[src/hw/rtl/h264_sps_pkg.sv]
// ----------------------------------------------------------------------------
// SPS parser package
// Field step codes, field kinds and the word passed from front to back.
// ----------------------------------------------------------------------------
package h264_sps_pkg;

  typedef enum logic [5:0] {
    S_PROFILE, S_CONSTRAINT, S_LEVEL, S_SPS_ID,
    S_CHROMA, S_SEP_COLOUR, S_DEPTH_LUMA, S_DEPTH_CHROMA, S_BYPASS,
    S_MATRIX_FLAG, S_LIST_FLAG, S_DELTA_SCALE,
    S_FRAME_NUM, S_POC_TYPE, S_POC_LSB, S_POC_ZERO, S_OFF_NONREF, S_OFF_TB,
    S_CYCLE_LEN, S_OFF_REF,
    S_NUM_REF, S_GAPS, S_WIDTH, S_HEIGHT, S_FRAME_ONLY, S_MBAFF, S_DIRECT,
    S_CROP_FLAG, S_CROP_L, S_CROP_R, S_CROP_T, S_CROP_B,
    S_VUI_FLAG, S_AR_FLAG, S_AR_IDC, S_SAR_W, S_SAR_H,
    S_OVERSCAN_FLAG, S_OVERSCAN_APP, S_VST_FLAG, S_VFORMAT, S_FULLRANGE,
    S_COLOUR_FLAG, S_PRIM, S_TRANSFER, S_MATRIX,
    S_CHROMA_LOC, S_LOC_TOP, S_LOC_BOT,
    S_TIMING_FLAG, S_UNITS, S_SCALE, S_FIXED,
    S_DONE
  } step_t;

  localparam logic [6:0] K_UE = 7'd64;
  localparam logic [6:0] K_SE = 7'd65;

  localparam logic [7:0]  EMU_BYTE      = 8'h03;
  localparam logic [31:0] DEF_SCALE     = 32'd90000;
  localparam logic [32:0] DEF_TICK      = 33'd3003;
  localparam logic [7:0]  AR_EXTENDED   = 8'd255;
  localparam logic [1:0]  ST_OK         = 2'd0;
  localparam logic [1:0]  ST_ZERO       = 2'd1;
  localparam logic [1:0]  ST_TRUNC      = 2'd2;

  // profiles that carry the chroma and scaling-list fields
  localparam logic [7:0]  PROF_HIGH     = 8'd100;
  localparam logic [7:0]  PROF_HIGH10   = 8'd110;
  localparam logic [7:0]  PROF_HIGH422  = 8'd122;
  localparam logic [7:0]  PROF_HIGH444  = 8'd144;

  // byte word after emulation marking: skip means no bits to walk
  typedef struct packed {
    logic [7:0] data;
    logic       skip;
    logic       last;
  } byte_word_t;

  function automatic logic [6:0] field_kind(input step_t s);
    case (s)
      S_PROFILE, S_CONSTRAINT, S_LEVEL, S_AR_IDC,
      S_PRIM, S_TRANSFER, S_MATRIX:                 field_kind = 7'd8;
      S_SAR_W, S_SAR_H:                             field_kind = 7'd16;
      S_VFORMAT:                                    field_kind = 7'd3;
      S_UNITS, S_SCALE:                             field_kind = 7'd32;
      S_DELTA_SCALE, S_OFF_NONREF, S_OFF_TB,
      S_OFF_REF:                                    field_kind = K_SE;
      S_SPS_ID, S_CHROMA, S_DEPTH_LUMA, S_DEPTH_CHROMA,
      S_FRAME_NUM, S_POC_TYPE, S_POC_LSB, S_CYCLE_LEN,
      S_NUM_REF, S_WIDTH, S_HEIGHT, S_CROP_L, S_CROP_R,
      S_CROP_T, S_CROP_B, S_LOC_TOP, S_LOC_BOT:     field_kind = K_UE;
      S_DONE:                                       field_kind = 7'd0;
      default:                                      field_kind = 7'd1;
    endcase
  endfunction

endpackage

[src/hw/rtl/h264_sps_dimension_parser.sv]
// ----------------------------------------------------------------------------
// H.264 SPS dimension parser
// Drops emulation bytes and walks SPS fields to width, height and time base.
// ----------------------------------------------------------------------------
//  channel | ports                                        | dir
//  in      | in_valid in_stall in_data_byte in_last_byte  | sink
//  out     | out_valid out_stall out_width out_height     | source
//          | out_time_scale out_tick_period out_status    |
//
// Each byte is loaded and then walked one bit per cycle in the bit walker;
// an emulation byte is only loaded, not walked.
// A two-word queue lets the front keep taking bytes while the walker works.
// The result of a last byte is held until taken; the next byte loads then.
// Synchronous active-low reset returns the walker to the profile field.
// ----------------------------------------------------------------------------
module h264_sps_dimension_parser #(
  parameter int CODE_WIDTH = 32
) (
  input  logic        clk,
  input  logic        rst_n,
  input  logic        in_valid,
  output logic        in_stall,
  input  logic [7:0]  in_data_byte,
  input  logic        in_last_byte,
  output logic        out_valid,
  input  logic        out_stall,
  output logic [15:0] out_width,
  output logic [15:0] out_height,
  output logic [31:0] out_time_scale,
  output logic [32:0] out_tick_period,
  output logic [1:0]  out_status
);

  h264_sps_pkg::byte_word_t fw, qw;
  logic fv, fs, qv, qt;

  h264_sps_front u_front (
    .clk, .rst_n, .in_valid, .in_stall, .in_data_byte, .in_last_byte,
    .q_valid(fv), .q_stall(fs), .q_word(fw)
  );

  h264_sps_queue u_queue (
    .clk, .rst_n, .wr_valid(fv), .wr_stall(fs), .wr_word(fw),
    .rd_valid(qv), .rd_take(qt), .rd_word(qw)
  );

  h264_sps_back #(.CODE_WIDTH(CODE_WIDTH)) u_back (
    .clk, .rst_n, .q_valid(qv), .q_take(qt), .q_word(qw),
    .out_valid, .out_stall, .out_width, .out_height,
    .out_time_scale, .out_tick_period, .out_status
  );

  a_status_range: assert property (@(posedge clk) disable iff (!rst_n)
    out_valid |-> (out_status != 2'd3)) else $error("bad status");
  a_out_hold: assert property (@(posedge clk) disable iff (!rst_n)
    out_valid && out_stall |=> out_valid && $stable(out_width) && $stable(out_status))
    else $error("result changed while stalled");
  a_queue_full: assert property (@(posedge clk) disable iff (!rst_n)
    in_stall |-> qv) else $error("stall with empty queue");

endmodule

[src/hw/rtl/h264_sps_front.sv]
// ----------------------------------------------------------------------------
// SPS front end
// Accepts raw bytes, tracks the zero run and marks emulation-prevention bytes.
// ----------------------------------------------------------------------------
module h264_sps_front (
  input  logic                    clk,
  input  logic                    rst_n,
  input  logic                    in_valid,
  output logic                    in_stall,
  input  logic [7:0]              in_data_byte,
  input  logic                    in_last_byte,
  output logic                    q_valid,
  input  logic                    q_stall,
  output h264_sps_pkg::byte_word_t q_word
);

  logic [1:0] zero_run_r, zero_run_nxt;
  logic       acc;
  logic       emu;

  assign in_stall = q_stall;
  assign q_valid  = in_valid;
  assign acc      = in_valid && !q_stall;
  assign emu      = (zero_run_r == 2'd2) && (in_data_byte == h264_sps_pkg::EMU_BYTE);

  assign q_word.data = in_data_byte;
  assign q_word.skip = emu;
  assign q_word.last = in_last_byte;

  always_comb begin
    zero_run_nxt = zero_run_r;
    if (acc) begin
      if (in_last_byte || emu) zero_run_nxt = 2'd0;
      else if (in_data_byte == 8'd0) zero_run_nxt = (zero_run_r == 2'd2) ? 2'd2 : zero_run_r + 2'd1;
      else zero_run_nxt = 2'd0;
    end
  end

  always_ff @(posedge clk) begin
    if (!rst_n) zero_run_r <= 2'd0;
    else zero_run_r <= zero_run_nxt;
  end

endmodule

[src/hw/rtl/h264_sps_queue.sv]
// ----------------------------------------------------------------------------
// SPS byte queue
// Two-entry queue decoupling the front end from the bit walker.
// ----------------------------------------------------------------------------
module h264_sps_queue (
  input  logic                     clk,
  input  logic                     rst_n,
  input  logic                     wr_valid,
  output logic                     wr_stall,
  input  h264_sps_pkg::byte_word_t wr_word,
  output logic                     rd_valid,
  input  logic                     rd_take,
  output h264_sps_pkg::byte_word_t rd_word
);

  h264_sps_pkg::byte_word_t mem_r [2];
  logic       wp_r, rp_r;
  logic [1:0] cnt_r;
  logic       wr, rd;

  assign wr_stall = (cnt_r == 2'd2);
  assign rd_valid = (cnt_r != 2'd0);
  assign rd_word  = mem_r[rp_r];
  assign wr       = wr_valid && !wr_stall;
  assign rd       = rd_take && rd_valid;

  always_ff @(posedge clk) begin
    if (wr) mem_r[wp_r] <= wr_word;
  end

  always_ff @(posedge clk) begin
    if (!rst_n) begin
      wp_r  <= 1'b0;
      rp_r  <= 1'b0;
      cnt_r <= 2'd0;
    end else begin
      if (wr) wp_r <= ~wp_r;
      if (rd) rp_r <= ~rp_r;
      cnt_r <= cnt_r + {1'b0, wr} - {1'b0, rd};
    end
  end

endmodule

[src/hw/rtl/h264_sps_back.sv]
// ----------------------------------------------------------------------------
// SPS bit walker
// Walks one bit per cycle through the SPS syntax while a byte is loaded, and presents the result.
// ----------------------------------------------------------------------------
module h264_sps_back #(
  parameter int CODE_WIDTH = 32
) (
  input  logic                     clk,
  input  logic                     rst_n,
  input  logic                     q_valid,
  output logic                     q_take,
  input  h264_sps_pkg::byte_word_t q_word,
  output logic                     out_valid,
  input  logic                     out_stall,
  output logic [15:0]              out_width,
  output logic [15:0]              out_height,
  output logic [31:0]              out_time_scale,
  output logic [32:0]              out_tick_period,
  output logic [1:0]               out_status
);

  typedef enum logic [1:0] {B_IDLE, B_BITS, B_EMIT} bstate_t;

  bstate_t              st_r;
  logic [7:0]           sh_r;
  logic [2:0]           bi_r;
  logic                 last_r;
  h264_sps_pkg::step_t  step_r, nx;
  logic [5:0]           bitc_r;
  logic [5:0]           lz_r;
  logic [31:0]          acc_r;
  logic                 suf_r;
  logic [7:0]           prof_r;
  logic [1:0]           chroma_r;
  logic                 fonly_r;
  logic [3:0]           lidx_r;
  logic [6:0]           lent_r;
  logic [7:0]           lscale_r;
  logic [7:0]           nscale_r;
  logic [31:0]          cyc_r;
  logic [15:0]          w_r, h_r;
  logic [31:0]          scale_r, units_r, hscale_r;
  logic [32:0]          tick_r;
  logic                 done_r, err_r;

  logic        b;
  logic [6:0]  k;
  logic [31:0] acc_sh;
  logic [5:0]  bitc_inc;
  logic        fin;
  logic [31:0] v, vraw;
  logic [31:0] mask;
  logic        can_load;

  assign b        = sh_r[7];
  assign k        = h264_sps_pkg::field_kind(step_r);
  assign acc_sh   = {acc_r[30:0], b};
  assign bitc_inc = bitc_r + 6'd1;
  assign mask     = (32'd1 << lz_r[4:0]) - 32'd1;
  assign can_load = (st_r == B_IDLE) || (st_r == B_EMIT && !out_stall);
  assign q_take   = can_load;
  assign out_valid = (st_r == B_EMIT);

  always_comb begin
    fin  = 1'b0;
    vraw = 32'd0;
    if (k <= 7'd32) begin
      fin  = ({1'b0, bitc_inc} >= k);
      vraw = acc_sh;
    end else if (!suf_r) begin
      fin  = b && (lz_r == 6'd0);
      vraw = 32'd0;
    end else begin
      fin  = (bitc_inc >= lz_r);
      vraw = mask + acc_sh;
    end
    if (k == h264_sps_pkg::K_SE)
      v = vraw[0] ? ({1'b0, vraw[31:1]} + 32'd1) : (32'd0 - {1'b0, vraw[31:1]});
    else
      v = vraw;
  end

  // next step after finishing a field (list ends handled inline)
  logic [7:0] ns_sum;
  logic [3:0] lidx_p1;
  logic       list_end;
  always_comb begin
    nx       = h264_sps_pkg::step_t'(step_r + 6'd1);
    ns_sum   = lscale_r + v[7:0];
    lidx_p1  = lidx_r + 4'd1;
    list_end = 1'b0;
    case (step_r)
      h264_sps_pkg::S_SPS_ID:
        if (!(prof_r == h264_sps_pkg::PROF_HIGH || prof_r == h264_sps_pkg::PROF_HIGH10 ||
              prof_r == h264_sps_pkg::PROF_HIGH422 ||
              prof_r == h264_sps_pkg::PROF_HIGH444)) nx = h264_sps_pkg::S_FRAME_NUM;
      h264_sps_pkg::S_CHROMA:
        nx = (v == 32'd3) ? h264_sps_pkg::S_SEP_COLOUR : h264_sps_pkg::S_DEPTH_LUMA;
      h264_sps_pkg::S_MATRIX_FLAG:
        nx = (v != 0) ? h264_sps_pkg::S_LIST_FLAG : h264_sps_pkg::S_FRAME_NUM;
      h264_sps_pkg::S_LIST_FLAG:
        list_end = (v == 0);
      h264_sps_pkg::S_DELTA_SCALE: begin
        nx = h264_sps_pkg::S_DELTA_SCALE;
        list_end = ((lent_r + 7'd1) >= ((lidx_r < 4'd6) ? 7'd16 : 7'd64)) ||
                   (ns_sum == 8'd0);
      end
      h264_sps_pkg::S_POC_TYPE:
        nx = (v == 0) ? h264_sps_pkg::S_POC_LSB :
             (v == 1) ? h264_sps_pkg::S_POC_ZERO : h264_sps_pkg::S_NUM_REF;
      h264_sps_pkg::S_POC_LSB: nx = h264_sps_pkg::S_NUM_REF;
      h264_sps_pkg::S_CYCLE_LEN:
        nx = (v == 0) ? h264_sps_pkg::S_NUM_REF : h264_sps_pkg::S_OFF_REF;
      h264_sps_pkg::S_OFF_REF:
        nx = (cyc_r == 32'd1) ? h264_sps_pkg::S_NUM_REF : h264_sps_pkg::S_OFF_REF;
      h264_sps_pkg::S_FRAME_ONLY:
        nx = v[0] ? h264_sps_pkg::S_DIRECT : h264_sps_pkg::S_MBAFF;
      h264_sps_pkg::S_CROP_FLAG:
        nx = (v != 0) ? h264_sps_pkg::S_CROP_L : h264_sps_pkg::S_VUI_FLAG;
      h264_sps_pkg::S_VUI_FLAG:
        nx = (v != 0) ? h264_sps_pkg::S_AR_FLAG : h264_sps_pkg::S_DONE;
      h264_sps_pkg::S_AR_FLAG:
        nx = (v != 0) ? h264_sps_pkg::S_AR_IDC : h264_sps_pkg::S_OVERSCAN_FLAG;
      h264_sps_pkg::S_AR_IDC:
        nx = (v == {24'd0, h264_sps_pkg::AR_EXTENDED}) ? h264_sps_pkg::S_SAR_W :
             h264_sps_pkg::S_OVERSCAN_FLAG;
      h264_sps_pkg::S_OVERSCAN_FLAG:
        nx = (v != 0) ? h264_sps_pkg::S_OVERSCAN_APP : h264_sps_pkg::S_VST_FLAG;
      h264_sps_pkg::S_VST_FLAG:
        nx = (v != 0) ? h264_sps_pkg::S_VFORMAT : h264_sps_pkg::S_CHROMA_LOC;
      h264_sps_pkg::S_COLOUR_FLAG:
        nx = (v != 0) ? h264_sps_pkg::S_PRIM : h264_sps_pkg::S_CHROMA_LOC;
      h264_sps_pkg::S_CHROMA_LOC:
        nx = (v != 0) ? h264_sps_pkg::S_LOC_TOP : h264_sps_pkg::S_TIMING_FLAG;
      h264_sps_pkg::S_TIMING_FLAG:
        nx = (v != 0) ? h264_sps_pkg::S_UNITS : h264_sps_pkg::S_DONE;
      h264_sps_pkg::S_FIXED: nx = h264_sps_pkg::S_DONE;
      default: ;
    endcase
    if (list_end)
      nx = (lidx_p1 >= 4'd8) ? h264_sps_pkg::S_FRAME_NUM : h264_sps_pkg::S_LIST_FLAG;
  end

  logic active;
  logic [1:0] status_c;
  assign active = (st_r == B_BITS) && !err_r && (step_r != h264_sps_pkg::S_DONE);

  always_comb begin
    if (err_r || !done_r) status_c = h264_sps_pkg::ST_TRUNC;
    else if (w_r == '0 || h_r == '0 || scale_r == '0 || tick_r == '0)
      status_c = h264_sps_pkg::ST_ZERO;
    else status_c = h264_sps_pkg::ST_OK;
  end

  // parse registers hold still in B_EMIT, so the result reads straight off them
  assign out_width       = w_r;
  assign out_height      = h_r;
  assign out_time_scale  = scale_r;
  assign out_tick_period = tick_r;
  assign out_status      = status_c;

  always_ff @(posedge clk) begin
    if (!rst_n) begin
      st_r     <= B_IDLE;
      step_r   <= h264_sps_pkg::S_PROFILE;
      bitc_r   <= '0; lz_r <= '0; acc_r <= '0; suf_r <= 1'b0;
      prof_r   <= '0; chroma_r <= '0; fonly_r <= 1'b0;
      lidx_r   <= '0; lent_r <= '0; lscale_r <= 8'd8; nscale_r <= 8'd8;
      cyc_r    <= '0; w_r <= '0; h_r <= '0;
      scale_r  <= h264_sps_pkg::DEF_SCALE; tick_r <= h264_sps_pkg::DEF_TICK;
      units_r  <= '0; hscale_r <= '0;
      done_r   <= 1'b0; err_r <= 1'b0;
      bi_r     <= '0; sh_r <= '0; last_r <= 1'b0;
    end else begin
      if (st_r == B_EMIT && !out_stall) begin
        st_r     <= B_IDLE;
        step_r   <= h264_sps_pkg::S_PROFILE;
        bitc_r   <= '0; lz_r <= '0; acc_r <= '0; suf_r <= 1'b0;
        prof_r   <= '0; chroma_r <= '0; fonly_r <= 1'b0;
        lidx_r   <= '0; lent_r <= '0; lscale_r <= 8'd8; nscale_r <= 8'd8;
        cyc_r    <= '0; w_r <= '0; h_r <= '0;
        scale_r  <= h264_sps_pkg::DEF_SCALE; tick_r <= h264_sps_pkg::DEF_TICK;
        units_r  <= '0; hscale_r <= '0;
        done_r   <= 1'b0; err_r <= 1'b0;
      end
      if (can_load && q_valid) begin
        sh_r   <= q_word.data;
        bi_r   <= 3'd0;
        last_r <= q_word.last;
        if (q_word.skip) st_r <= q_word.last ? B_EMIT : B_IDLE;
        else st_r <= B_BITS;
      end else if (st_r == B_BITS) begin
        sh_r <= {sh_r[6:0], 1'b0};
        bi_r <= bi_r + 3'd1;
        if (bi_r == 3'd7) st_r <= last_r ? B_EMIT : B_IDLE;
        if (active) begin
          if (k <= 7'd32) begin
            acc_r  <= acc_sh;
            bitc_r <= bitc_inc;
          end else if (!suf_r) begin
            if (!b) begin
              lz_r <= lz_r + 6'd1;
              if ((lz_r + 6'd1) >= 6'(CODE_WIDTH)) err_r <= 1'b1;
            end else if (lz_r != 6'd0) begin
              suf_r <= 1'b1; bitc_r <= '0; acc_r <= '0;
            end
          end else begin
            acc_r  <= acc_sh;
            bitc_r <= bitc_inc;
          end
          if (fin) begin
            bitc_r <= '0; lz_r <= '0; acc_r <= '0; suf_r <= 1'b0;
            step_r <= nx;
            if (nx == h264_sps_pkg::S_DONE) done_r <= 1'b1;
            case (step_r)
              h264_sps_pkg::S_PROFILE: prof_r <= v[7:0];
              h264_sps_pkg::S_CHROMA:  chroma_r <= v[1:0];
              h264_sps_pkg::S_MATRIX_FLAG: lidx_r <= '0;
              h264_sps_pkg::S_LIST_FLAG:
                if (v != 0) begin
                  lent_r <= '0; lscale_r <= 8'd8; nscale_r <= 8'd8;
                end else lidx_r <= lidx_p1;
              h264_sps_pkg::S_DELTA_SCALE: begin
                nscale_r <= ns_sum;
                if (ns_sum != 8'd0) lscale_r <= ns_sum;
                lent_r <= lent_r + 7'd1;
                if (list_end) lidx_r <= lidx_p1;
              end
              h264_sps_pkg::S_CYCLE_LEN: cyc_r <= v;
              h264_sps_pkg::S_OFF_REF:   cyc_r <= cyc_r - 32'd1;
              h264_sps_pkg::S_WIDTH:  w_r <= {v[11:0] + 12'd1, 4'd0};
              h264_sps_pkg::S_HEIGHT: h_r <= {v[11:0] + 12'd1, 4'd0};
              h264_sps_pkg::S_FRAME_ONLY: begin
                fonly_r <= v[0];
                if (!v[0]) h_r <= {h_r[14:0], 1'b0};
              end
              h264_sps_pkg::S_UNITS: units_r <= v;
              h264_sps_pkg::S_SCALE: hscale_r <= v;
              h264_sps_pkg::S_FIXED:
                if (v != 0) begin
                  scale_r <= hscale_r;
                  tick_r  <= fonly_r ? {units_r, 1'b0} : {1'b0, units_r};
                end
              default: ;
            endcase
          end
        end
      end
    end
  end

endmodule
[config.mk]
export PLATFORM = sky130hd
export DESIGN_NAME = h264_sps_dimension_parser
export DESIGN_NICKNAME = d
export VERILOG_FILES = /design/src/hw/rtl/h264_sps_pkg.sv /design/src/hw/rtl/h264_sps_dimension_parser.sv /design/src/hw/rtl/h264_sps_front.sv /design/src/hw/rtl/h264_sps_queue.sv /design/src/hw/rtl/h264_sps_back.sv
export SDC_FILE = /design/constraint.sdc
export NUM_CORES = 1
export LEC_CHECK = 0
export CORE_UTILIZATION = 55
export CTS_BUF_LIST = sky130_fd_sc_hd__clkbuf_4
export CTS_CLUSTER_SIZE = 30
export DETAILED_ROUTE_END_ITERATION = 8
export DONT_BUFFER_PORTS = 1
export MAX_ROUTING_LAYER = met4
export PLACE_DENSITY = 0.67
export REMOVE_ABC_BUFFERS = 1
export SYNTH_ARGS = -nofsm -noshare
export SYNTH_HDL_FRONTEND = slang
export SYNTH_HIERARCHICAL = 1
export SYNTH_SLANG_ARGS = --single-unit
[constraint.sdc]
create_clock -name clk -period 22.1 [get_ports clk]
set_input_delay 0 -clock clk [delete_from_list [all_inputs] [get_ports clk]]
set_output_delay 0 -clock clk [all_outputs]
set_load 0.05 [all_outputs]
# Word level (Yosys, flattened, before mapping)

Memory sizes are Yosys's and may differ from the RTL's. A register that Yosys moved wholly into a read port is not among the register bits.
Index checks and enable logic that the tools add are counted.

Output and inout bits: 101
Input bits: 13
Memory bits (read-only): 384
RAM bits: 20
Bits in latches: 0
Memories: 2
Register bits: 294

Memories:

| memory          | words | bits a word | read ports | clocked after Yosys merged registers in | write ports | RTL line             | source |
|---|---|---|---|---|---|---|---|
| (no name shown) | 64    | 6           | 1          | 1                                       | 0           | h264_sps_pkg.sv:48   | `case (s)` |
| u_queue.mem_r   | 2     | 10          | 1          | 1                                       | 1           | h264_sps_queue.sv:16 | `h264_sps_pkg::byte_word_t mem_r [2];` |

Equality and inequality tests: 41
Mux-type cells: 182
Reduce and logical (&&, ||, !) cells: 37
Add/sub/neg operators: 16
Order comparisons: 7
Shifts and indexed selects: 1
Div/mod/pow operators: 0
$mul: 0
Bitwise gates (word level): 3

Operators with widths:

| operator                | count |
|---|---|
| $mux W32                | 37 |
| $mux W33                | 8 |
| $mux W16                | 12 |
| $mux W6                 | 27 |
| $mux W8                 | 15 |
| $pmux W6 S19            | 1 |
| $eq A6 B6 Y1 const B    | 12 |
| $eq A32 B1 Y1 const B   | 2 |
| $logic_not A32 Y1       | 2 |
| $pmux W32 S2            | 1 |
| $sub A32 B1 Y32 const B | 2 |
| $mux W7                 | 7 |
| $mux W1                 | 37 |
| $eq A6 B5 Y1 const B    | 6 |
| $logic_not A33 Y1       | 1 |
| $add A31 B1 Y32 const B | 1 |
| $add A32 B32 Y32        | 1 |
| $eq A32 B2 Y1 const B   | 1 |
| $eq A32 B8 Y1 const B   | 1 |
| $logic_not A16 Y1       | 2 |
| $pmux W16 S2            | 1 |
| $reduce_bool A32 Y1     | 1 |
| $shl A1 B5 Y32 const A  | 1 |
| $sub A1 B31 Y32 const A | 1 |
| 46 further kinds        | 107 |

# Longest topological paths before layout

Gate-level depths: netlist of run 1.

Depth after elaboration: 19
Depth in mapped cells: 35
Gate-level depth less buffers: 35

# Hierarchy

Netlist of run 1, hierarchy kept.

By module, submodules not included:

| module         | sequential area each (um2) | cells an instance | instances | area each (um2) |
|---|---|---|---|---|
| h264_sps_back  | 5865.6                     | 2837              | 1         | 20493.4 |
| h264_sps_queue | 700.7                      | 58                | 1         | 958.4 |
| h264_sps_front | 40.0                       | 33                | 1         | 255.2 |

# Least setup slack after synthesis of run 1

Ideal clock, no wire load.

Kind: flip-flop to flip-flop
Start point: reg u_back.lz_r[1]
End point: reg u_back/k[0] (netlist name)
Path slack: 15.170 ns
Period minus slack after synthesis: 6.930 ns
Stages on the path, launching flop included: 34
Path buffers: 0
Arrival: 6.806 ns
Setup time: 0.124 ns
Required time: 21.976 ns
Cell sequence: dfxtp_1 -> inv_1 -> ha_1 -> nor2b_1 -> nand2_1 -> ha_1 -> inv_1 -> ha_1 -> inv_1 -> fa_1 -> inv_1 -> a31oi_1 -> inv_1 -> ha_1 -> o21ai_0 -> xnor2_1 -> o21ai_1 -> inv_1 -> ha_1 -> a21oi_1 -> o21bai_1 -> xor2_1 -> or4b_2 -> nor4_1 -> and3_1 -> nor2_1 -> o31a_1 -> o21ai_0 -> o32ai_1 -> a21oi_1 -> inv_1 -> ha_1 -> o21ai_0 -> o32ai_1

Word-level cells in the longest chain between the ends: 18
Elaborated cells between the ends (all ways): 45

Ends and longest elaborated chain:

| what                                               | RTL line                                   | source |
|---|---|---|
| start, declared                                    | h264_sps_back.sv:30                        | `logic [5:0] lz_r;` |
| start signal, assigned                             | h264_sps_back.sv:202                       | `lz_r <= lz_r + 6'd1;` |
| $shl A1 B5 Y32                                     | h264_sps_back.sv:59                        | `assign mask = (32'd1 << lz_r[4:0]) - 32'd1;` |
| $sub A32 B1 Y32                                    | h264_sps_back.sv:59                        |  |
| $add A32 B32 Y32                                   | h264_sps_back.sv:75                        | `vraw = mask + acc_sh;` |
| $mux W32                                           | h264_sps_back.sv:70                        | `end else if (!suf_r) begin` |
| $mux W32                                           | h264_sps_back.sv:67                        | `if (k <= 7'd32) begin` |
| $sub A1 B31 Y32 or $add A31 B1 Y32 (tied branches) | h264_sps_back.sv:78                        | `v = vraw[0] ? ({1'b0, vraw[31:1]} + 32'd1) : (32'd0 - {1'b0, vraw[31:1]});` |
| $mux W32                                           | h264_sps_back.sv:78                        |  |
| $mux W32                                           | h264_sps_back.sv:77                        | `if (k == h264_sps_pkg::K_SE)` |
| [2 not listed]                                     | --                                         |  |
| $logic_or A1 B1 Y1 or $mux W6 (tied branches)      | h264_sps_back.sv:105, h264_sps_back.sv:109 |  |
| $pmux W1 S2 or $pmux W6 S19 (tied branches)        | h264_sps_back.sv:92                        | `case (step_r)` |
| $mux W6                                            | h264_sps_back.sv:140                       | `if (list_end)` |
| $mux W6 (*)                                        | h264_sps_back.sv:211                       | `if (fin) begin` |
| $mux W6 (*)                                        | h264_sps_back.sv:196                       | `if (active) begin` |
| $mux W6 (*)                                        | h264_sps_back.sv:192                       | `end else if (st_r == B_BITS) begin` |
| $mux W6 (*)                                        | h264_sps_back.sv:186                       | `if (can_load && q_valid) begin` |
| $mux W6 (no source line) (*)                       | --                                         |  |

Every way passes the cells marked *; elsewhere a longest branch is shown, timed or not.
A chain may end at the register's enable or synchronous reset.

# Worst setup path in the final report of run 1

Start point: reg u_back.lz_r[1]
End point: reg u_back.scale_r[14] (netlist: u_back/out_time_scale[14])

Word-level cells in the longest chain between the ends: 15
Elaborated cells between the ends (all ways): 21

Ends and longest elaborated chain:

| what                                               | RTL line             | source |
|---|---|---|
| $shl A1 B5 Y32                                     | h264_sps_back.sv:59  |  |
| $sub A32 B1 Y32                                    | h264_sps_back.sv:59  |  |
| $add A32 B32 Y32                                   | h264_sps_back.sv:75  |  |
| $mux W32                                           | h264_sps_back.sv:70  |  |
| $mux W32                                           | h264_sps_back.sv:67  |  |
| $sub A1 B31 Y32 or $add A31 B1 Y32 (tied branches) | h264_sps_back.sv:78  |  |
| $mux W32                                           | h264_sps_back.sv:78  |  |
| $mux W32                                           | h264_sps_back.sv:77  |  |
| $reduce_bool A32 Y1                                | h264_sps_back.sv:240 | `if (v != 0) begin` |
| $mux W32                                           | h264_sps_back.sv:240 |  |
| $mux W32                                           | h264_sps_back.sv:215 | `case (step_r)` |
| $mux W32 (*)                                       | h264_sps_back.sv:211 |  |
| $mux W32 (*)                                       | h264_sps_back.sv:196 |  |
| $mux W32 (*)                                       | h264_sps_back.sv:192 |  |
| $mux W32 (*)                                       | h264_sps_back.sv:186 |  |
| end signal, assigned                               | h264_sps_back.sv:170 | `scale_r <= h264_sps_pkg::DEF_SCALE; tick_r <= h264_sps_pkg::DEF_TICK;` |
| end signal, assigned                               | h264_sps_back.sv:182 | `scale_r <= h264_sps_pkg::DEF_SCALE; tick_r <= h264_sps_pkg::DEF_TICK;` |
| end signal, assigned                               | h264_sps_back.sv:241 | `scale_r <= hscale_r;` |
| end, declared                                      | h264_sps_back.sv:42  | `logic [31:0] scale_r, units_r, hscale_r;` |

Marked as above.

==> results.toml, run 1 <==
[run]
maxCapViolations = 0

[floorplan]
core_area_mm2 = 0.0388
floorplan.initialDensity = 0.559
dieWidth_um = 201
die-area_mm2 = 0.0403
die_height_um = 201
floorplan.rows = 72
io_pins = 114

[worst_setup_path]
worst_ep_arrival_time_ns = 10.20
cp_max_fo = 89
timing.critical_path.from_type = "flip-flop"
critical-path-slowest-cell = "buf_4"
cp_class = "flip-flop to flip-flop"
kind_of_cell_adding_the_most_delay_to_the_critical_path = "simple AND/OR/NAND/NOR gates"
path_buf_inv = 6
critical_path_required_ns = 22.87
cp_slowest_stage_delay_ns = 0.66
end_kind = "flip-flop"

[timing]
finalMaxSlewViolations = 0
finalCriticalPeriod_ns = 9.43
finalHoldViolations = 0
setup_repair_after_global_routing_missed_its_margin = "false"
max_clock_freq_ghz = 0.106
worst-slew-pin-transition_ns = 1.13
fin_crit_sh = 0.427
finalSetupViolCount = 0
hold-worst-slack_ns = 0.115
fin_setup_tns_ns = 0
maxSlewHeadroom = 0.246
post-route-worst-setup-slack_ns = 12.67
worst_clock_skew_ns = 0.0502

[grt]
grt_overflow_total = 0
grt_start_max_net_pins = 109
global_route.usage.total = 0.358
grt_pass1_vias = 21000
grt_antenna_before_repair = 1
global_route_wire_length_before_repair_um = 113000

[power_and_ir_drop]
internal-power_w = 0.000979
power_frac_clock = 0.370
power_switching_share = 0.332
combinationalPowerShare = 0.206
p_seq_frac = 0.424
pwr_density_cell_mw_per_mm2 = 63.1
leakage_component_of_the_power_nw = 9.06
net-switching-power_w = 0.000486
ir_worst_vdd_v = 0.0000838

[route]
vias_per_std_cell = 6.48
drc = 0
finalWirelength_um = 72300
drt-pass1-iter-count = 6
routed-via-count = 22400
number_of_drc_markers_in_iteration_0 = 2268
postRouteAntennaNets = 0
wl_per_cell_um = 20.9

[synthesis]
synth_top_cell_by_area = "dfxtp_1"
synth.most_common_cell = "nor2_1"
avgSynthCellArea_um2 = 7.41
synth-seq-cells = 320
synth_seq_area_share = 0.304
synth_top_cells_by_count = "463 x nor2_1, 300 x dfxtp_1, 249 x nand2_1"
portion_of_synthesized_cell_area_occupied_by_the_leading_cell_type = 0.277
yosysWarningCount = 6
synth_top_cells_by_area = "dfxtp_1 28%, nor2_1 8.0%, ha_1 6.3%"
number_of_synthesized_flops_with_an_enable_pin = 20
post_synth_num_cell_types = 97
synth_area_mm2 = 0.0217
number_of_instances_in_the_synthesized_netlist = 2928
synth_ff_type = "dfxtp_1"
ffs_w_async_s_r_synth = 0

[clock_tree]
cts-root-to-sink-buffers = 3
clkSinkCount = 320
cts_setup_buffers = 0
tritoncts_clock_tree = "yes"
insertion_delay_ns = 0.84
clock-root-buffer = "clkbuf_4"
cts_inserted_buffers = 87
htree_num_levels = 3
clkSlewWorstSetupHoldPaths_ns = 0.06

[placed_design]
placement.io_buffers = 0
hpwl_reported_at_the_end_of_detailed_placement_um = 50100
place_ws_ns = 13.01
routabilityCongestion = 1.02

[cells_and_area]
flow.area_growth_from_synthesis_pct = 6.97
multi_input_area_mm2 = 0.0137
finish.net_count = 3000
regArea_mm2 = 0.00661
layout-drive-gt1-share = 0.0794
layout.filler_cells = 3631

[worst_hold_path]
worstHoldPathType = "input port to flip-flop"

[run_status]
run_status = "finished clean"
==> worst register-to-register path, delay by kind of cell, from the launching register on <==
kind | cells | cell delay, ns
fa+ha+maj | 4 | 1.31
flops | 1 | 0.34
compound gates | 7 | 2.39
buf+inv | 6 | 1.72
simple gates | 10 | 3.43
mux | 1 | 0.20
==> power groups by stage <==
stage / clock, W / sequential, W / combinational [W]
6_report: 0.000542 / 0.000622 / 0.000302
4_1_cts: 0.000555 / 0.000621 / 0.000292
2_1_floorplan: 0 / 0.000628 / 0.000198
3_5_place_dp: 0 / 0.000634 / 0.000282
5_1_grt: 0.000586 / 0.000624 / 0.000324
3_3_place_gp: 0 / 0.000633 / 0.000278
==> what timing repair did <==
item,CTS,global route
gates resized for setup,0,0
endpoints found under the hold margin,214,0
endpoints found under the setup margin,0,0
hold buffers,26,0
==> metrics by stage <==
step | std cells | utilization | instance area, um^2 | power, W
final | 3455 | 0.598 | 23200 | 0.00147
after global routing | 3455 | 0.598 | 23200 | 0.00153
after CTS | 3454 | 0.598 | 23200 | 0.00147
after detailed placement | 3279 | 0.563 | 21800 | 0.000915
after global placement | 3279 | 0.563 | 21800 | 0.000910
after floorplan | 2722 | - | 20900 | 0.000826
==> routing by layer <==
| layer | share of wire | global-route usage | up-vias |
|---|---|---|---|
| met5 | 0 | - | - |
| met4 | 0.038 | 0.149 | 0 |
| met3 | 0.074 | 0.0636 | 187 |
| met2 | 0.46 | 0.570 | 969 |
| met1 | 0.43 | 0.447 | 10600 |
| li1 | - | - | 10600 |
==> state kept, by name, summed over array words and instances, names as in the netlist, 20 cells and up, named ones only <==
register / cells
u_back/out_time_scale: 32
u_back/hscale_r: 32
u_back/out_tick_period: 33
u_queue/mem_r: 20
u_back/acc_r: 31
u_back/cyc_r: 32
u_back/units_r: 32
==> path summary, 6_finish.rpt <==
path	from	to	slack [ns]	cells past startpoint
max	u_back/lz_r[1]	u_back/out_time_scale[14]	12.67	28
min	rst_n	u_back/out_time_scale[9]	0.12	3
max reg2reg	u_back/lz_r[1]	u_back/out_time_scale[14]	12.67	28
min reg2reg	u_back/done_r	u_back/done_r	0.45	2
==> logic make-up after synthesis <==
family | Yosys count | synth area share
buffers and inverters | 360 | 0.0660
AND/OR/NAND/NOR | 1201 | 0.259
XOR/XNOR | 81 | 0.0327
multiplexers | 53 | 0.0253
AO/OA/AOI/OAI | 802 | 0.248
flip-flops | 320 | 0.304
adder cells (fa/ha/maj) | 111 | 0.0647
==> layout make-up <==
cell class                      instances  area share
Tap cell                              518      0.0279
Inverter                              154      0.0251
Timing Repair Buffer                   65      0.0242
Clock buffer                          115      0.0372
Sequential cell                       320       0.285
Clock inverter                         34      0.0101
Antenna cell                            1    0.000108
Multi-Input combinational cell       2248       0.591
==> layout by cell type (no fill, tap or decap), types with 18 or more instances in the layout <==
cell type      count
and3_1            38
a21o_1            18
edfxtp_1          20
a31oi_1          118
mux2i_1           38
nor4_1            51
nor2b_1           21
nand2_1          248
nor3_1            80
nand4_1           30
buf_4             39
a211oi_1          30
o22ai_1           34
or3_1             23
nor2_1           462
clkinv_1          19
nand3_1          136
a21oi_1          191
and2_1            20
xor2_1            26
o21ai_0           96
inv_1            151
dlygate4sd3_1     25
xnor2_1           55
dfxtp_1          299
ha_1             109
o211ai_1          20
clkbuf_4         115
a22oi_1           92
Note: power is estimated with default switching activity, not from simulation.
==> run 2, diff against run 1 <==
--- a/config.mk
+++ b/config.mk
@@ -5,6 +5,7 @@
 export SDC_FILE = /design/constraint.sdc
 export NUM_CORES = 1
 export LEC_CHECK = 0
+export ABC_AREA = 1
 export CORE_UTILIZATION = 55
 export CTS_BUF_LIST = sky130_fd_sc_hd__clkbuf_4
 export CTS_CLUSTER_SIZE = 30
==> constraint.sdc (replaced) <==
create_clock -name clk -period 9 [get_ports clk]
set_input_delay 0 -clock clk [delete_from_list [all_inputs] [get_ports clk]]
set_output_delay 0 -clock clk [all_outputs]
set_load 0.05 [all_outputs]
==> run 2 against run 1 <==
Maximum frequency is 17% higher. Highest routed layer unchanged. Non-clock buffer count is 11 lower. Clock power is 140% higher. Critical path type unchanged.
==> results.toml, run 2 <==
[run_status]
run_status = "finished clean"

[timing]
worst-slew-pin-transition_ns = 1.29
finalHoldViolations = 0
finalSetupViolCount = 0
fin_setup_tns_ns = 0
maxSlewHeadroom = 0.137
fin_crit_sh = 0.898
finalCriticalPeriod_ns = 8.08
setup_repair_after_global_routing_missed_its_margin = "false"
worst_clock_skew_ns = 0.0770
hold-worst-slack_ns = 0.0952
finalMaxSlewViolations = 0
max_clock_freq_ghz = 0.124

[floorplan]
dieWidth_um = 212
die-area_mm2 = 0.0448
io_pins = 114
floorplan.initialDensity = 0.559
die_height_um = 212
core_area_mm2 = 0.0433
floorplan.rows = 76

[clock_tree]
clkSinkCount = 320
cts_inserted_buffers = 85
post_cts_resize_count = 0
tritoncts_clock_tree = "yes"
clkSlewWorstSetupHoldPaths_ns = 0.06
htree_num_levels = 3
insertion_delay_ns = 0.87
clock-root-buffer = "clkbuf_4"
cts-root-to-sink-buffers = 3

[cells_and_area]
layout-drive-gt1-share = 0.0760
layout_commonest_cell = "nand2_1"
final_core_utilization = 0.592
regArea_mm2 = 0.00661
multi_input_area_mm2 = 0.0146
number_of_flip_flops_in_the_largest_register = 33
layout.filler_cells = 4304
most-common-layout-cells = "964 x nand2_1, 532 x inv_1, 322 x nand3_1, 311 x nor2_1, 299 x dfxtp_1"
flow.area_growth_from_synthesis_pct = 5.86
post-route-cell-area_mm2 = 0.0256
finish.net_count = 3900
layout.cells.non_filler = 4416

[power_and_ir_drop]
ir_worst_vdd_v = 0.000282
leakage_component_of_the_power_nw = 11.5
pwr_density_cell_mw_per_mm2 = 262

[synthesis]
synth_seq_area_share = 0.273
number_of_instances_in_the_synthesized_netlist = 3836
post_synth_num_cell_types = 72
avgSynthCellArea_um2 = 6.30
synth-seq-cells = 320
synth.most_common_cell = "nand2_1"
synth_top_cells_by_count = "965 x nand2_1, 534 x inv_1, 322 x nand3_1"
portion_of_synthesized_cell_area_occupied_by_the_leading_cell_type = 0.248
ffs_w_async_s_r_synth = 0
number_of_synthesized_flops_with_an_enable_pin = 20
synth_top_cells_by_area = "dfxtp_1 25%, nand2_1 15%, inv_1 8.3%"
synth_area_mm2 = 0.0242
yosysWarningCount = 6
synth_top_cell_by_area = "dfxtp_1"
synth_ff_type = "dfxtp_1"

[grt]
global_route.usage.total = 0.366
grt_pass1_vias = 24400
grt_antenna_before_repair = 2
grt_overflow_total = 0
global_route_wire_length_before_repair_um = 127000
grt_start_max_net_pins = 173

[placed_design]
hpwl_reported_at_the_end_of_detailed_placement_um = 56800
routabilityCongestion = 0.960
post-place-cells = 4249
placement.io_buffers = 0
placed_cell_area_mm2 = 0.0243

[worst_setup_path]
cp_class = "flip-flop to flip-flop"
timing.critical_path.from_type = "flip-flop"
cp_max_fo = 20
cp_slowest_stage_delay_ns = 0.72
critical_path_required_ns = 9.71
end_kind = "flip-flop"
critical-path-slowest-cell = "dfxtp_1"
worst_ep_arrival_time_ns = 8.79

[worst_hold_path]
worstHoldPathType = "input port to flip-flop"

[route]
drc = 0
wl_per_cell_um = 18.2
number_of_drc_markers_in_iteration_0 = 2878
routed-via-count = 26000
drt-pass1-iter-count = 6
postRouteAntennaNets = 0
finalWirelength_um = 80400
vias_per_std_cell = 5.88

[run]
maxCapViolations = 0
[run 2: cell count changes after synthesis, sizes merged, moves of 72 or more]
cell	before	now
a22oi	92	20
nor2	464	340
o21ai	112	184
nand3	138	329
nand2	250	996
inv	154	549
a21oi	196	295
a31oi	118	24
[run 2: path summary, 6_finish.rpt]
| path | from | end | slack (ns) | cells after the start |
|---|---|---|---|---|
| worst max-delay path | u_back/lz_r[4] | u_back/k[0] | 0.92 | 45 |
| worst min register to register | u_back/hscale_r[2] | u_back/out_time_scale[2] | 0.45 | 2 |
| worst max register to register | u_back/lz_r[4] | u_back/k[0] | 0.92 | 45 |
| worst min-delay path | in_valid | u_queue/wp_r | 0.1 | 4 |
[run 2: through the flow]
stage	power, W	setup slack [ns]
after global placement	0.00525	1.42
after detailed placement	0.00534	1.11
after CTS	0.00666	1.02
after global routing	0.00724	0.175
after floorplan	0.00438	-4.41
final	0.00672	0.920
[run 2: area by class of cell]
class                           count  share of cell area
Timing Repair Buffer               54              0.0190
Tap cell                          585              0.0286
Clock buffer                      122              0.0358
Antenna cell                        2            0.000196
Inverter                          555              0.0821
Multi-Input combinational cell   2760               0.572
Sequential cell                   320               0.258
Clock inverter                     18             0.00474
[run 2: power by group]
group	leakage (nW)	switching [W]	internal (W)
combinational	8.28	0.00233	0.00104
clock	0.619	0.000647	0.000651
sequential	2.62	0.000389	0.00166
total	11.5	0.00336	0.00335
[run 2: critical path, delay by kind of cell (launching register included)]
| kind | cells | cell delay (ns) |
|---|---|---|
| XOR/XNOR | 2 | 0.32 |
| adder cells (fa/ha/maj) | 6 | 1.73 |
| flip-flops | 1 | 0.72 |
| AND/OR/NAND/NOR | 17 | 1.99 |
| AO/OA/AOI/OAI | 9 | 1.69 |
| buffers and inverters | 11 | 1.47 |
[run 2: per-layer routing]
metal	wire [um]	up-vias	track usage
li1	-	12600	-
met1	34100	12000	0.457
met2	37100	1140	0.583
met3	5850	211	0.0504
met4	3320	0	0.172
met5	0	-	-
[run 2: cell families after synthesis]
kind of cell    share of synthesized area
xor+xnor                           0.0192
buf+inv                             0.123
fa+ha+maj                          0.0581
compound gates                      0.188
mux                               0.00621
flops                               0.273
simple gates                        0.333
[run 2: repair_timing]
| item | in CTS | in global routing |
|---|---|---|
| hold buffers | 25 | 0 |
| endpoints found under the hold margin | 205 | 0 |
| setup buffers | 0 | 0 |
